**src/hw/rtl/fwnf_pkg.sv**
```systemverilog
package fwnf_pkg;

	// field widths
	localparam int VALUE_W = 31;
	localparam int CNT_W   = 4;
	localparam int MODE_W  = 2;
	localparam int KIND_W  = 2;
	localparam int DIGIT_W = 4;

	// digit limits
	localparam int MAX_DIGITS = 10;
	localparam int HEX_DIGITS = 8;

	// binary to BCD conversion: one shift step per value bit, padded to 32
	localparam int BCD_W           = MAX_DIGITS * DIGIT_W;
	localparam int BIN_W           = 32;
	localparam int STEPS_PER_STAGE = 4;
	localparam int DD_STAGES       = BIN_W / STEPS_PER_STAGE;

	// alignment codes; code 3 behaves as left align
	localparam logic [MODE_W-1:0] ALIGN_LEFT  = 2'd0;
	localparam logic [MODE_W-1:0] ALIGN_RIGHT = 2'd1;
	localparam logic [MODE_W-1:0] ALIGN_ZERO  = 2'd2;

	typedef enum logic [KIND_W-1:0] {
		KIND_DIGIT    = 2'd0,
		KIND_SPACE    = 2'd1,
		KIND_OVERFLOW = 2'd2
	} kind_t;

	// one number in flight
	typedef struct packed {
		logic [BCD_W-1:0]   bcd;
		logic [BIN_W-1:0]   bin;
		logic [VALUE_W-1:0] value;
		logic [CNT_W-1:0]   count;
		logic [MODE_W-1:0]  mode;
		logic               hex;
	} item_t;

	// one double-dabble step: add 3 to every digit >= 5, then shift left
	function automatic item_t dd_step(input item_t it);
		item_t            r;
		logic [BCD_W-1:0] adj;
		r   = it;
		adj = it.bcd;
		for (int i = 0; i < MAX_DIGITS; i++) begin
			if (adj[i*DIGIT_W +: DIGIT_W] >= 4'd5) begin
				adj[i*DIGIT_W +: DIGIT_W] = adj[i*DIGIT_W +: DIGIT_W] + 4'd3;
			end
		end
		{r.bcd, r.bin} = {adj[BCD_W-2:0], it.bin, 1'b0};
		return r;
	endfunction

endpackage

```
**src/hw/rtl/fwnf_bcd_pipe.sv**
```systemverilog
module fwnf_bcd_pipe (
	input  logic            clk,
	input  logic            arst_n,
	input  logic            in_valid,
	input  fwnf_pkg::item_t in_item,
	output logic            in_ready,
	output logic            out_valid,
	output fwnf_pkg::item_t out_item,
	input  logic            out_ready
);
	import fwnf_pkg::*;

	logic [DD_STAGES-1:0] vld_s;
	item_t                item_s [DD_STAGES];
	logic [DD_STAGES:0]   rdy;

	assign rdy[DD_STAGES] = out_ready;
	assign in_ready       = rdy[0];
	assign out_valid      = vld_s[DD_STAGES-1];
	assign out_item       = item_s[DD_STAGES-1];

	for (genvar k = 0; k < DD_STAGES; k++) begin : g_stage
		item_t src;
		item_t nxt;
		logic  src_v;

		if (k == 0) begin : g_first
			assign src   = in_item;
			assign src_v = in_valid;
		end else begin : g_rest
			assign src   = item_s[k-1];
			assign src_v = vld_s[k-1];
		end

		// a stage loads when empty or when its contents move on
		assign rdy[k] = !vld_s[k] || rdy[k+1];

		// a few shift steps per stage
		always_comb begin
			nxt = src;
			for (int j = 0; j < STEPS_PER_STAGE; j++) begin
				nxt = dd_step(nxt);
			end
		end

		always_ff @(posedge clk or negedge arst_n) begin
			if (!arst_n) begin
				vld_s[k] <= 1'b0;
			end else if (rdy[k]) begin
				vld_s[k] <= src_v;
			end
		end

		always_ff @(posedge clk) begin
			if (rdy[k] && src_v) begin
				item_s[k] <= nxt;
			end
		end
	end

endmodule

```
**src/hw/rtl/fwnf_serializer.sv**
```systemverilog
module fwnf_serializer (
	input  logic                          clk,
	input  logic                          arst_n,
	input  logic                          in_valid,
	input  fwnf_pkg::item_t               in_item,
	output logic                          take,
	output logic                          strobe,
	output logic [fwnf_pkg::KIND_W-1:0]   symbol_kind,
	output logic [fwnf_pkg::DIGIT_W-1:0]  digit_value,
	output logic                          last_symbol
);
	import fwnf_pkg::*;

	// held number
	logic                 act_q;
	logic [CNT_W-1:0]     pos_q;
	logic                 first_q;
	logic                 wr_q;
	logic                 spaces_q;
	logic                 ovf_q;
	logic                 lead_q;
	logic [DIGIT_W-1:0]   digs_q [MAX_DIGITS];

	// result register
	logic                 strobe_q;
	kind_t                kind_q;
	logic [DIGIT_W-1:0]   dval_q;
	logic                 last_q;

	// load-side decode
	logic [BCD_W-1:0]     hex_pad;
	logic [DIGIT_W-1:0]   ld_digs [MAX_DIGITS];
	logic                 ld_ovf;
	logic                 ld_lead;

	// per-position decode
	logic [DIGIT_W-1:0]   cur;
	logic                 qnz;
	logic                 zero_pos;
	logic                 emit;
	logic                 ovf_here;
	logic                 strobe_d;
	kind_t                kind_d;
	logic [DIGIT_W-1:0]   dval_d;

	assign take = !act_q || (pos_q == '0);

	// digits of the incoming number, and whether anything sits above the field
	assign hex_pad = {{(BCD_W-VALUE_W){1'b0}}, in_item.value};

	always_comb begin
		ld_ovf  = 1'b0;
		ld_lead = 1'b0;
		for (int i = 0; i < MAX_DIGITS; i++) begin
			ld_digs[i] = in_item.hex ? hex_pad[i*DIGIT_W +: DIGIT_W]
			                         : in_item.bcd[i*DIGIT_W +: DIGIT_W];
			if (ld_digs[i] != '0) begin
				if (CNT_W'(i) >= in_item.count) begin
					ld_ovf = 1'b1;
				end
				if (CNT_W'(i + 1) >= in_item.count) begin
					ld_lead = 1'b1;
				end
			end
		end
	end

	// current position: leading one uses the whole quotient
	always_comb begin
		cur      = digs_q[pos_q];
		qnz      = first_q ? lead_q : (cur != '0);
		zero_pos = (pos_q == '0);
		emit     = wr_q || qnz || zero_pos;
		ovf_here = first_q && ovf_q;
		strobe_d = act_q && (emit || spaces_q);
		if (!emit) begin
			kind_d = KIND_SPACE;
			dval_d = '0;
		end else if (ovf_here) begin
			kind_d = KIND_OVERFLOW;
			dval_d = '0;
		end else begin
			kind_d = KIND_DIGIT;
			dval_d = cur;
		end
	end

	// position sequencer
	always_ff @(posedge clk or negedge arst_n) begin
		if (!arst_n) begin
			act_q <= 1'b0;
		end else if (take) begin
			act_q <= in_valid;
		end
	end

	always_ff @(posedge clk) begin
		if (take && in_valid) begin
			pos_q    <= in_item.count - 1'b1;
			first_q  <= 1'b1;
			wr_q     <= (in_item.mode == ALIGN_ZERO);
			spaces_q <= (in_item.mode == ALIGN_RIGHT);
			ovf_q    <= ld_ovf;
			lead_q   <= ld_lead;
			digs_q   <= ld_digs;
		end else if (!take) begin
			pos_q   <= pos_q - 1'b1;
			first_q <= 1'b0;
			wr_q    <= wr_q || qnz;
		end
	end

	// output beat register
	always_ff @(posedge clk or negedge arst_n) begin
		if (!arst_n) begin
			strobe_q <= 1'b0;
		end else begin
			strobe_q <= strobe_d;
		end
	end

	always_ff @(posedge clk) begin
		kind_q <= kind_d;
		dval_q <= dval_d;
		last_q <= zero_pos;
	end

	assign strobe      = strobe_q;
	assign symbol_kind = kind_q;
	assign digit_value = dval_q;
	assign last_symbol = last_q;

endmodule

```
**src/hw/rtl/fixed_width_number_formatter.sv**
```systemverilog
// Fixed-width number formatter.
// Input: a number is taken at a clock edge with start high and busy low
// (number_value, digit_count, align_mode). Output: one beat per emitted
// position, most significant first, on strobe with symbol_kind, digit_value
// and last_symbol; the last beat of a number has last_symbol set.
// Config: radix_hex is written when radix_hex_we is high; write it only while
// no number is in flight.
// Path: a number passes the 8 BCD conversion stages, then the serializer's
// held-number register and its output beat register.
// Throughput: one position per cycle, so a number holds the serializer for as
// many positions as its clamped digit count, 1 to 10 (at most 8 in hex); left-aligned
// leading zeros take their position without a beat. The serializer sets the sustained rate; the
// conversion stages hold up to 8 further numbers and busy rises when the
// first stage is full and cannot advance.
// Reset: arst_n clears all valid bits and sets radix_hex to decimal.
// The receiver cannot stall; each beat is shown for exactly one cycle.
module fixed_width_number_formatter (
	input  logic                          clk,
	input  logic                          arst_n,
	input  logic                          start,
	output logic                          busy,
	input  logic [fwnf_pkg::VALUE_W-1:0]  number_value,
	input  logic [fwnf_pkg::CNT_W-1:0]    digit_count,
	input  logic [fwnf_pkg::MODE_W-1:0]   align_mode,
	input  logic                          radix_hex_we,
	input  logic                          radix_hex,
	output logic                          strobe,
	output logic [fwnf_pkg::KIND_W-1:0]   symbol_kind,
	output logic [fwnf_pkg::DIGIT_W-1:0]  digit_value,
	output logic                          last_symbol
);
	import fwnf_pkg::*;

	logic             radix_hex_q;
	logic [CNT_W-1:0] cnt;
	item_t            in_item;
	logic             in_ready;
	logic             pipe_valid;
	item_t            pipe_item;
	logic             ser_take;

	// radix register
	always_ff @(posedge clk or negedge arst_n) begin
		if (!arst_n) begin
			radix_hex_q <= 1'b0;
		end else if (radix_hex_we) begin
			radix_hex_q <= radix_hex;
		end
	end

	// clamp the digit count
	always_comb begin
		cnt = digit_count;
		if (cnt == '0) begin
			cnt = CNT_W'(1);
		end
		if (cnt > CNT_W'(MAX_DIGITS)) begin
			cnt = CNT_W'(MAX_DIGITS);
		end
		if (radix_hex_q && (cnt > CNT_W'(HEX_DIGITS))) begin
			cnt = CNT_W'(HEX_DIGITS);
		end
	end

	always_comb begin
		in_item       = '0;
		in_item.bin   = {{(BIN_W-VALUE_W){1'b0}}, number_value};
		in_item.value = number_value;
		in_item.count = cnt;
		in_item.mode  = align_mode;
		in_item.hex   = radix_hex_q;
	end

	assign busy = !in_ready;

	fwnf_bcd_pipe u_pipe (
		.clk       (clk),
		.arst_n    (arst_n),
		.in_valid  (start),
		.in_item   (in_item),
		.in_ready  (in_ready),
		.out_valid (pipe_valid),
		.out_item  (pipe_item),
		.out_ready (ser_take)
	);

	fwnf_serializer u_ser (
		.clk         (clk),
		.arst_n      (arst_n),
		.in_valid    (pipe_valid),
		.in_item     (pipe_item),
		.take        (ser_take),
		.strobe      (strobe),
		.symbol_kind (symbol_kind),
		.digit_value (digit_value),
		.last_symbol (last_symbol)
	);

endmodule

```
**config.mk**
```make
export PLATFORM = sky130hd
export DESIGN_NAME = fixed_width_number_formatter
export DESIGN_NICKNAME = d
export VERILOG_FILES = /design/src/hw/rtl/fwnf_pkg.sv /design/src/hw/rtl/fwnf_bcd_pipe.sv /design/src/hw/rtl/fwnf_serializer.sv /design/src/hw/rtl/fixed_width_number_formatter.sv
export SDC_FILE = /design/constraint.sdc
export NUM_CORES = 1
export LEC_CHECK = 0
export ABC_AREA = 1
export BUFFER_PORTS_ARGS = -buffer_cell sky130_fd_sc_hd__buf_2
export CORE_MARGIN = 10
export CORE_UTILIZATION = 48
export DETAILED_ROUTE_END_ITERATION = 8
export PLACE_DENSITY = 0.69
export SLEW_MARGIN = 30
export SYNTH_ARGS = -nofsm -noshare
export SYNTH_HDL_FRONTEND = slang
export SYNTH_SLANG_ARGS = --single-unit
```
**constraint.sdc**
```tcl
create_clock -name clk -period 4.79 [get_ports clk]
set_input_delay 0.7185 -clock clk [delete_from_list [all_inputs] [get_ports clk]]
set_output_delay 0.7185 -clock clk [all_outputs]
set_load 0.01 [all_outputs]
```
* Word level (Yosys, flattened, before mapping)
Memory sizes are Yosys's and may differ from the RTL's.
Cells that the tools add are included.
** Word-level totals
- Flip-flop bits (word level) :: 67
- Latch bits :: 0
- Memory bits (writable) :: 848
- Bits in read-only memories :: 0
- Output and inout port bits :: 9
- Logic and storage cells :: 1027
- Memories kept :: 1
** Operators by class
- Add/subtract/negate cells :: 285
- Multiply operators :: 0
- Divide/modulo/power cells :: 0
- Magnitude comparators :: 297
- Equality and inequality tests :: 3
- Shift-type cells :: 0
- Mux-type cells :: 361
- Bitwise gates (word level) :: 2
- Reduce and logical (&&, ||, !) cells :: 48
** Memories
- u_pipe.item_s :: words 8, bits a word 106, rd ports 8, clocked after memory_dff 0, wr ports 8, RTL line fwnf_bcd_pipe.sv:14 : item_t item_s [DD_STAGES];
** Operators with widths (count)
- >= comparator 4 x 3 -> 1 bit (second input constant) :: 281
- 2-to-1 mux 4 bit :: 272
- adder 4 x 2 -> 4 bit (second input constant) :: 253
- adder 3 x 2 -> 3 bit (second input constant) :: 28
- 2-to-1 mux 3 bit :: 28
- 2-to-1 mux 1 bit :: 59
- nonzero test 4 bit :: 11
- binary-select mux 4 bit (select 4 bit) :: 1
- >= comparator 3 x 4 -> 1 bit (first input constant) :: 4
- >= comparator 4 bit (first input constant) :: 3
- logical AND 1 bit :: 12
- logical OR 1 bit :: 12
- zero test 1 bit :: 10
- >= comparator 1 x 4 -> 1 bit (first input constant) :: 2
- >= comparator 2 x 4 -> 1 bit (first input constant) :: 2
- > comparator 4 bit (second input constant) :: 2
- zero test 4 bit :: 2
- subtractor 4 x 1 -> 4 bit (second input constant) :: 2
- adder 1 x 2 -> 3 bit (second input constant) :: 2
- >= comparator 1 x 3 -> 1 bit (second input constant) :: 2
- >= comparator 5 bit (second input constant) :: 1
- inverter 4 -> 5 bit :: 1
- == test 2 x 1 -> 1 bit (second input constant) :: 1
- == test 2 bit (second input constant) :: 1
- 4 further kinds :: 4

* Depth between registers and ports, before layout
Gate-level depths: netlist of run 1.
An unclocked memory read counts as a cell.
- Depth after elaboration :: 22
- Gate-level depth with buffers :: 34

* By module
A second synthesis of run 1 with hierarchy kept.
** Second synthesis, totals
- Cell total of the unflattened synthesis :: 7461
- Area total of the unflattened synthesis :: 57338.7 um2
** By module, submodules not included
- fwnf_bcd_pipe :: instances 1, cells each 7027, area each 53978.0 um2
- fwnf_serializer :: instances 1, cells each 409, area each 3238.1 um2
- fixed_width_number_formatter :: instances 1, cells each 25, area each 122.6 um2

* Worst setup path before layout of run 1
Ideal clock, no wire load.
- Path kind :: flip-flop to flip-flop
- Start point :: reg u_ser.pos_q[0]
- End point :: mem u_pipe.item_s[1][106] in the netlist's numbering (enable)
- Library setup time :: 0.514 ns
- Arrival time :: 4.516 ns
- Data required time :: 4.276 ns
- Slack :: -0.240 ns
- Cell stages (with the launch flop) :: 10
- Buffers on the path :: 1
- Cells stage by stage :: edfxtp_1 inv_1 buf_2 ha_1 nand3_4 nand2_2 nor2_1 inv_1 nor2_2 a21oi_1
** RTL lines
- start, declared :: RTL line fwnf_serializer.sv:16 : logic [CNT_W-1:0] pos_q;
- start signal, assigned :: RTL line fwnf_serializer.sv:99 : pos_q <= in_item.count - 1'b1;
- start signal, assigned :: RTL line fwnf_serializer.sv:107 : pos_q <= pos_q - 1'b1;
- end, declared :: RTL line fwnf_bcd_pipe.sv:14

* Worst setup path after layout of run 1
- Start point :: reg u_ser.pos_q[0]
- End point :: out busy
** On the way
- Cells in the longest elaborated chain, start to end :: 11
** Ends and longest elaborated chain
- zero test 4 bit :: RTL line fwnf_serializer.sv:46 : assign take = !act_q || (pos_q == '0);
- logical OR 1 bit :: RTL line fwnf_serializer.sv:46
- logical OR 1 bit (8 in series) :: RTL line fwnf_bcd_pipe.sv:36 : assign rdy[k] = !vld_s[k] || rdy[k+1];
- zero test 1 bit :: RTL line fixed_width_number_formatter.sv:74 : assign busy = !in_ready;
- end, declared :: RTL line fixed_width_number_formatter.sv:21 : output logic busy,
No other way between the ends.

==> flow_metrics.env, run 1 <==
export IMPL_hold_violations=0
export IMPL_wl_per_cell_um=11.5
export IMPL_crit_buf_inv=4
export IMPL_io_buffers=50
export IMPL_post_route_drc_count=0
export IMPL_start_kind="flop"
export IMPL_ys_top_cells_by_area="edfxtp_1 (45%), nand2_1 (14%), ha_1 (11%)"
export IMPL_yosysWarnings=0
export IMPL_path_delay_family="simple AND/OR/NAND/NOR gates"
export IMPL_critical_path_max_fanout=22
export IMPL_drt_total_wl_um=61000
export IMPL_crit_path_cell_trace="buf_4 -> inv_1 -> ha_1 -> nand3_4 -> nand2_2 -> nor2_1 -> inv_1 -> nor2_2 -> nand2_1 -> nor2_1 -> nand2_1 -> nor2_2 -> nand2_1 -> nor2_2 -> buf_2"
export IMPL_finalCritPeriodShare_pct=88.7
export IMPL_wl_met3_um=2440
export IMPL_critPathCaptureType="primary output"
export IMPL_rsz0062_at_grt="false"
export IMPL_ys_ff_latch=536
export IMPL_antenna_found_initial=1
export IMPL_async_flop_share_pct=2.05
export IMPL_status="completed"
export IMPL_cap_viol_max_count=0
export IMPL_std_cell_rows=98
export IMPL_synthFlopType="edfxtp_1"
export IMPL_cp_num_cells=15
export IMPL_synth_edf_count=517
export IMPL_clk_latency_ns=0.62
export IMPL_num_vias=25700
export IMPL_dp_cells=5183
export IMPL_yosysUniqueCellTypes=51
export IMPL_finalMaxSlewViolations=0
export IMPL_seq_area_frac_synth_pct=46.0
export IMPL_worst_slew_pin_transition_ns=0.919
export IMPL_grt_overflow=0
export IMPL_die_width_um=289
export IMPL_initial_core_util_pct=48.5
export IMPL_ios=51
export IMPL_max_stage_delay_ns=0.32
export IMPL_clock_path_buffers=3
export IMPL_rr_worst_depth=25
export IMPL_clk_pin_slew_ns=0.06
export IMPL_cts_buffers=58
export IMPL_cts_tree="yes"
export IMPL_clock_sinks=536
export IMPL_first_pass_iters=5
export IMPL_slowest_stage="edfxtp_1"
export IMPL_stdcell_count=5295
export IMPL_tns_ns=0
export IMPL_avgSynthCellArea_um2=8.29
export IMPL_dr_max_layer_used="met4"
export IMPL_worstPathArrival_ns=3.53
export IMPL_holdCritPathClass="in -> reg"
export IMPL_syn_area_um2=34700
export IMPL_fin_skew_ns=0.0186
export IMPL_layout_drive_gt1_share_pct=8.45
export IMPL_viasPerCell=4.85
export IMPL_drt_iter0_markers=1050
export IMPL_hpwl_um=47100
export IMPL_nets=4643
export IMPL_slew_headroom_pct=38.6
export IMPL_ant_nets=0
export IMPL_hold_start="number_value[22]"
export IMPL_rr_startpoint="u_pipe.item_s[1][86]"
export IMPL_synth_fp_nets=4530
export IMPL_hold_depth=1
export IMPL_setup_viol=0
export IMPL_fmax_mhz=235
export IMPL_gp_congestion=0.860
export IMPL_core_area_um2=71600
export IMPL_worstSetupEndpoint="busy"
export IMPL_yosysMostFrequentCell="nand2_1"
export IMPL_min_period_ns=4.25
export IMPL_drt_met1_wl_um=28200
export IMPL_grt_pass1_vias=24000
export IMPL_grt_pass1_wl_um=105000
export IMPL_yosys_area_top_type="edfxtp_1"
export IMPL_die_h_um=289
export IMPL_cp_data_required_time_ns=4.07
export IMPL_clockRootBuffer="clkbuf_16"
export IMPL_rrSetupSlack_ns=0.62
export IMPL_grt_max_degree=63
export IMPL_netlist_area_leader_share_pct=44.7
export IMPL_cts_resized=0
export IMPL_syn_to_final_growth_pct=10.4
export IMPL_wl_met2_um=29000
export IMPL_worstSetupPathType="reg -> out"
export IMPL_rr_endpoint="u_pipe.item_s[1][197]"
export IMPL_track_usage_pct=14.7
export IMPL_h_tree_depth=2
export IMPL_synth_cells=4184
export IMPL_dieArea_um2=83400
export IMPL_startpoint="u_ser.pos_q[0]"
export IMPL_num_fill_cells=6507
export IMPL_synth_common_cells="nand2_1 (1,290), inv_1 (731), edfxtp_1 (517)"
[registers in the layout (all words and copies together), names as in the netlist]
name,flops
radix_hex_q,1
u_ser.symbol_kind,2
u_ser.wr_q,1
u_ser.strobe,1
u_pipe.g_stage.src_v,7
u_pipe.out_valid,1
u_ser.last_symbol,1
u_ser.digs_q,40
u_ser.act_q,1
u_pipe.item_s,469
u_ser.digit_value,4
u_ser.first_q,1
u_ser.pos_q,4
u_ser.ovf_q,1
u_ser.spaces_q,1
u_ser.lead_q,1
[stage by stage]
| stage | area [um^2] | worst slack (ns) | hold WS, ns | util [%] |
|---|---|---|---|---|
| CTS | 38300 | 0.242 | 0.221 | 53.5 |
| global route | 38300 | 0.0964 | 0.236 | 53.5 |
| floorplan | 34700 | 0.295 | 0.400 | - |
| global placement | 36200 | 0.759 | 0.401 | 50.6 |
| finish | 38300 | 0.541 | 0.266 | 53.5 |
| detailed placement | 36200 | 0.677 | 0.405 | 50.6 |
[cells in the final DEF (no fill, tap or decap), types with 29 or more instances in the layout]
| cell | instances |
|---|---|
| a21oi_1 | 56 |
| buf_2 | 50 |
| clkbuf_16 | 59 |
| edfxtp_1 | 517 |
| ha_1 | 304 |
| inv_1 | 727 |
| nand2_1 | 1290 |
| nand2_2 | 34 |
| nand3_1 | 431 |
| nand3_2 | 34 |
| nand3b_1 | 29 |
| nand4_1 | 67 |
| nor2_1 | 217 |
| o21ai_0 | 164 |
| o21ai_1 | 47 |
| or2_2 | 59 |
| xor2_1 | 33 |
[timing repair]
action                     in CTS  in global routing
buffers inserted                0                  3
hold buffers                    1                  0
setup endpoints to repair       0                  1
hold endpoints to repair        5                  0
[layout make-up]
| class | instances | area (um^2) | area share [%] |
|---|---|---|---|
| antenna | 1 | 2.50 | 0.00653 |
| multi-input combinational | 2890 | 15900 | 41.5 |
| timing repair buffer | 68 | 400 | 1.05 |
| sequential | 536 | 16000 | 41.7 |
| tap | 950 | 1190 | 3.10 |
| clock inverter | 40 | 493 | 1.29 |
| inverter | 743 | 2800 | 7.30 |
| clock buffer | 67 | 1560 | 4.06 |
[layer usage]
metal | vias up | GRT usage (%)
met5 | - | 0
met4 | 0 | 4.25
met3 | 90 | 2.08
met2 | 309 | 25.8
met1 | 11400 | 18.5
li1 | 13800 | -
[how the worst min path moves through the flow]
| stage | end | slack, ns |
|---|---|---|
| finish | u_pipe.item_s[0][60] | 0.27 |
| CTS | u_pipe.item_s[0][60] | 0.22 |
| global placement | u_pipe.item_s[0][370] | 0.40 |
| detailed placement | u_pipe.item_s[0][159] | 0.40 |
| floorplan | u_pipe.item_s[0][106] | 0.40 |
| global route | u_pipe.item_s[0][58] | 0.24 |
[cells by family after synthesis]
group	synth area share, %
and+or+nand+nor	28.6
buffers and inverters	8.27
DFF	46.0
AOI/OAI and AO/OA	5.08
adders and majority gates	11.0
xor gates and xnor gates	1.03
muxes	0.0901
Power of run 1 is not shown: default switching activity piles up to over one toggle a cycle in this logic, so the estimate is an artifact.
==> inputs of run 2 (changes only) <==
--- a/config.mk
+++ b/config.mk
@@ -14,4 +14,6 @@
 export SLEW_MARGIN = 30
 export SYNTH_ARGS = -nofsm -noshare
 export SYNTH_HDL_FRONTEND = slang
+export SYNTH_HIERARCHICAL = 1
 export SYNTH_SLANG_ARGS = --single-unit
+export TNS_END_PERCENT = 10
==> flow_metrics.env, run 2 <==
export IMPL_drt_total_wl_um=106000
export IMPL_drt_iter0_markers=1961
export IMPL_grt_pass1_vias=42600
export IMPL_syn_to_final_growth_pct=10.2
export IMPL_grt_busiest_layer="met2"
export IMPL_hpwl_um=83600
export IMPL_worstPathArrival_ns=3.57
export IMPL_gp_congestion=0.848
export IMPL_std_cell_rows=126
export IMPL_hold_start="align_mode[0]"
export IMPL_cp_data_required_time_ns=4.07
export IMPL_ios=51
export IMPL_syn_area_um2=57100
export IMPL_rr_worst_depth=24
export IMPL_avgSynthCellArea_um2=7.69
export IMPL_worstSetupPathType="reg -> out"
export IMPL_layout_drive_gt1_share_pct=11.8
export IMPL_track_usage_pct=16.0
export IMPL_min_period_ns=4.29
export IMPL_clk_latency_ns=0.69
export IMPL_finalCritPeriodShare_pct=89.5
export IMPL_io_buffers=50
export IMPL_worstSetupEndpoint="busy"
export IMPL_layout_commonest_cell="nand2_1"
export IMPL_post_route_drc_count=0
export IMPL_viasPerCell=4.85
export IMPL_wl_per_cell_um=11.4
export IMPL_holdCritPathClass="in -> reg"
export IMPL_status="completed"
export IMPL_grtUsageMet3_pct=2.08
export IMPL_cap_viol_max_count=0
export IMPL_startpoint="u_ser/pos_q[0]"
export IMPL_cts_tree="yes"
export IMPL_die_width_um=365
export IMPL_first_pass_iters=6
export IMPL_clock_path_buffers=3
export IMPL_fmax_mhz=233
export IMPL_clock_sinks=803
export IMPL_core_area_um2=118000
export IMPL_grt_pass1_wl_um=183000
export IMPL_antenna_found_initial=9
export IMPL_grt_max_degree=107
export IMPL_critPathCaptureType="primary output"
export IMPL_postLayoutCellArea_um2=62900
export IMPL_rr_startpoint="u_pipe/item_s[0][102]"
export IMPL_clockRootBuffer="clkbuf_16"
export IMPL_regMostFlops="u_pipe/item_s"
export IMPL_yosysWarnings=6
export IMPL_dieArea_um2=133000
export IMPL_hold_violations=0
export IMPL_grtUsageMet2_pct=30.8
export IMPL_clk_pin_slew_ns=0.06
export IMPL_num_vias=45200
export IMPL_setup_viol=0
export IMPL_cts_buffers=88
export IMPL_mostFrequentLayoutCells="nand2_1 (2,700), inv_1 (1,313), edfxtp_1 (784)"
export IMPL_worst_slew_pin_transition_ns=0.761
export IMPL_synth_cells=7428
export IMPL_place_area_um2=59900
export IMPL_die_h_um=365
export IMPL_h_tree_depth=3
export IMPL_start_kind="flop"
export IMPL_initial_core_util_pct=48.4
export IMPL_rr_endpoint="u_pipe/item_s[0][206]"
export IMPL_rrSetupSlack_ns=1.00
export IMPL_critical_path_max_fanout=20
export IMPL_slew_headroom_pct=49.2
export IMPL_use_met1_pct=17.9
export IMPL_rsz0062_at_grt="false"
export IMPL_finalMaxSlewViolations=0
export IMPL_timing_hold_ws_ns=0.226
export IMPL_ant_nets=0
export IMPL_nets=8016
export IMPL_grt_overflow=0
export IMPL_fin_skew_ns=0.0596
export IMPL_largest_reg_flops=736
[run 2: final cells by class]
| class | count | area, um^2 |
|---|---|---|
| Fill cell | 10600 | 55200 |
| Timing Repair Buffer | 72 | 493 |
| Antenna cell | 3 | 7.51 |
| Tap cell | 1536 | 1920 |
| Multi-Input combinational cell | 5366 | 28400 |
| Inverter | 1369 | 5150 |
| Sequential cell | 803 | 24000 |
| Clock buffer | 105 | 2300 |
| Clock inverter | 57 | 628 |
[run 2: how the worst min path moves through the flow]
stage,end,slack [ns],cells after the start
after floorplan,u_pipe/item_s[0][106],0.40,0
after global placement,u_pipe/item_s[0][317],0.40,0
after detailed placement,u_pipe/item_s[0][118],0.40,0
after CTS,u_pipe/item_s[0][1],0.18,1
after global routing,u_pipe/item_s[0][1],0.19,1
final,u_pipe/item_s[0][1],0.23,1
[run 2: routing by layer]
metal  routed length [um]  part of all wire (%)  vias up
li1                     -                     -    24300
met1                45400                    43    20100
met2                55000                    52      492
met3                 3260                   3.1      179
met4                 2750                   2.6        6
met5                   45                 0.042        -
[run 2: through the flow]
step | util [%] | setup WS, ns | std cells | TNS, ns
2_1_floorplan | - | -1.04 | 7553 | -108.93
3_3_place_gp | 50.8 | 0.670 | 9144 | 0
3_5_place_dp | 50.8 | 0.669 | 9144 | 0
4_1_cts | 53.2 | 0.0261 | 9308 | 0
5_1_grt | 53.3 | 0.0468 | 9310 | 0
6_report | 53.3 | 0.501 | 9311 | 0
[run 2: worst max-delay path, cell delays in order, from the launching register on]
cell and delay [ns]:
edfxtp_1 0.36, inv_2 0.16, ha_1 0.28, nand3_1 0.19, nand2_2 0.12, nor2_4 0.16, inv_1 0.07, nor2_1 0.09
inv_1 0.07, nor2_1 0.08, inv_1 0.08, nor2_2 0.16, inv_1 0.10, nor2_2 0.17, inv_1 0.08, nor2_1 0.09
inv_1 0.07, nor2_1 0.09, inv_1 0.08, nor2_2 0.17, inv_1 0.08, inv_1 0.05, buf_2 0.12
[run 2: what timing repair did]
item	4_1_cts	5_1_grt
resized for setup	0	6
hold buffers	1	0
buffers inserted	1	0
cloned	0	0
hold endpoints to repair	11	0
endpoints found under the setup margin	1	1
Power of run 2 is left out for the same reason.
==> inputs of run 3 (changes only) <==
--- a/config.mk
+++ b/config.mk
@@ -7,6 +7,7 @@
 export LEC_CHECK = 0
 export ABC_AREA = 1
 export BUFFER_PORTS_ARGS = -buffer_cell sky130_fd_sc_hd__buf_2
+export CORE_ASPECT_RATIO = 0.8
 export CORE_MARGIN = 10
 export CORE_UTILIZATION = 48
 export DETAILED_ROUTE_END_ITERATION = 8
==> flow_metrics.env, run 3 (synthesis gave the netlist of run 2 again) <==
export IMPL_status="completed"
export IMPL_h_tree_depth=3
export IMPL_post_route_util_pct=53.1
export IMPL_finalCritPeriodShare_pct=91.2
export IMPL_grt_max_degree=95
export IMPL_max_stage_delay_ns=0.35
export IMPL_worstPathArrival_ns=3.65
export IMPL_std_cell_rows=113
export IMPL_antenna_found_initial=12
export IMPL_clockRootBuffer="clkbuf_16"
export IMPL_min_period_ns=4.37
export IMPL_drt_iter0_markers=2348
export IMPL_viasPerCell=4.85
export IMPL_hold_violations=0
export IMPL_critPathCaptureType="primary output"
export IMPL_post_route_drc_count=0
export IMPL_hpwl_um=82900
export IMPL_gp_congestion=0.851
export IMPL_fmax_mhz=229
export IMPL_clock_path_buffers=3
export IMPL_cp_data_required_time_ns=4.07
export IMPL_crit_path_cell_trace="clkinv_1 -> ha_1 -> nand3_1 -> nand2_1 -> nor2_2 -> inv_1 -> nor2_1 -> inv_1 -> nor2_1 -> inv_1 -> nor2_2 -> inv_1 -> nor2_2 -> inv_1 -> nor2_1 -> inv_1 -> nor2_1 -> inv_1 -> nor2_2 -> inv_1 -> inv_1 -> buf_2"
export IMPL_layout_commonest_cell="nand2_1"
export IMPL_first_pass_iters=5
export IMPL_largest_reg_flops=736
export IMPL_cts_tree="yes"
export IMPL_cap_viol_max_count=0
export IMPL_grt_pass1_wl_um=182000
export IMPL_initial_core_util_pct=48.2
export IMPL_setup_viol=0
export IMPL_path_delay_family="simple AND/OR/NAND/NOR gates"
export IMPL_finalMaxSlewViolations=0
export IMPL_regMostFlops="u_pipe/item_s"
export IMPL_num_fill_cells=10600
export IMPL_clock_sinks=803
export IMPL_crit_path_frequent_cell="inv_1"
export IMPL_crit_buf_inv=11
export IMPL_ant_nets=0
export IMPL_layout_drive_gt1_share_pct=11.8
export IMPL_nets=8013
export IMPL_ios=51
export IMPL_start_kind="flop"
export IMPL_syn_to_final_growth_pct=9.97
export IMPL_worst_slew_pin_transition_ns=0.758
export IMPL_clk_latency_ns=0.68
export IMPL_die_h_um=328
export IMPL_dieArea_um2=133000
export IMPL_rsz0062_at_grt="false"
export IMPL_slew_headroom_pct=49.3
export IMPL_wl_per_cell_um=11.4
export IMPL_clk_pin_slew_ns=0.06
export IMPL_die_width_um=406
export IMPL_track_usage_pct=15.7
export IMPL_critical_path_max_fanout=4
export IMPL_grt_pass1_vias=42200
export IMPL_num_vias=45200
export IMPL_worstSetupPathType="reg -> out"
export IMPL_mostFrequentLayoutCells="nand2_1 (2,701), inv_1 (1,313), edfxtp_1 (784)"
export IMPL_grt_overflow=0
export IMPL_core_area_um2=118000
export IMPL_fin_skew_ns=0.0496
export IMPL_drt_total_wl_um=106000
export IMPL_cts_buffers=83
export IMPL_tns_ns=0
export IMPL_slowest_stage="edfxtp_1"
export IMPL_io_buffers=50
export IMPL_holdCritPathClass="in -> reg"
==> run 3: changes by cell type in the layout (fill, tap and decap cells not counted), moves of 3 or more <==
cell and change:
clkbuf_16 -6, clkinv_2 -6, clkbuf_8 +3, clkbuf_1 -4
buf_4 +3
==> run 3: timing repair <==
item / CTS / global route
resized for setup: 0 / 4
hold buffers: 1 / 0
gates cloned: 0 / 0
setup buffers: 1 / 2
endpoints found under the hold margin: 11 / 0
pin swaps: 0 / 0
endpoints found under the setup margin: 1 / 1
==> run 3: worst reg2reg max path: cells and delay by family, from the launching register on <==
| family | cells | cell delay [ns] |
|---|---|---|
| AOI/OAI and AO/OA | 2 | 0.42 |
| xor gates and xnor gates | 3 | 0.72 |
| adders and majority gates | 4 | 0.86 |
| buffers and inverters | 6 | 0.38 |
| DFF | 1 | 0.36 |
| and+or+nand+nor | 9 | 0.91 |
==> run 3: area by class of cell <==
| class | count | area [um^2] | share of cell area (%) |
|---|---|---|---|
| clock inverters | 56 | 641 | 1.02 |
| clock buffers | 98 | 2170 | 3.46 |
| repair buffers | 74 | 487 | 0.775 |
| diodes | 2 | 5.00 | 0.00797 |
| multi-input cells | 5366 | 28400 | 45.3 |
| well taps | 1552 | 1940 | 3.09 |
| flip-flops and latches | 803 | 24000 | 38.2 |
| inverters | 1369 | 5150 | 8.20 |
==> run 3: per-stage QoR <==
| step | instance area (um^2) | setup WS (ns) | cells | hold slack, ns |
|---|---|---|---|---|
| after floorplan | 57600 | -1.04 | 7553 | 0.400 |
| after global placement | 59900 | 0.590 | 9160 | 0.401 |
| after detailed placement | 59900 | 0.544 | 9160 | 0.405 |
| after CTS | 62800 | 0.0568 | 9316 | 0.152 |
| after global routing | 62800 | 0.00379 | 9320 | 0.168 |
| final | 62800 | 0.421 | 9320 | 0.213 |
==> run 3: final timing paths <==
path / cells after the start / endpoint / slack, ns / from
setup reg to reg: 24 / u_pipe/item_s[0][206] / 0.89 / u_pipe/item_s[0][102]
min in group asynchronous: 2 / u_pipe/g_stage[3].src_v / 0.46 / arst_n
hold / removal: 1 / u_pipe/item_s[0][2] / 0.21 / align_mode[1]
setup / recovery: 22 / busy / 0.42 / u_ser/pos_q[1]
hold reg to reg: 0 / u_pipe/item_s[0][168] / 0.38 / u_pipe/item_s[0][62]
max in group asynchronous: 2 / u_pipe/g_stage[6].src_v / 4.08 / arst_n
==> run 3: metal layers <==
| layer | wire length [um] | GRT usage [%] | vias up | part of all wire [%] |
|---|---|---|---|---|
| li1 | - | - | 24300 | - |
| met1 | 49200 | 19.4 | 20200 | 46 |
| met2 | 51300 | 28.5 | 512 | 48 |
| met3 | 3170 | 2.18 | 154 | 3.0 |
| met4 | 2250 | 3.95 | 0 | 2.1 |
| met5 | 0 | 0 | - | 0 |
Power of run 3 is left out for the same reason.
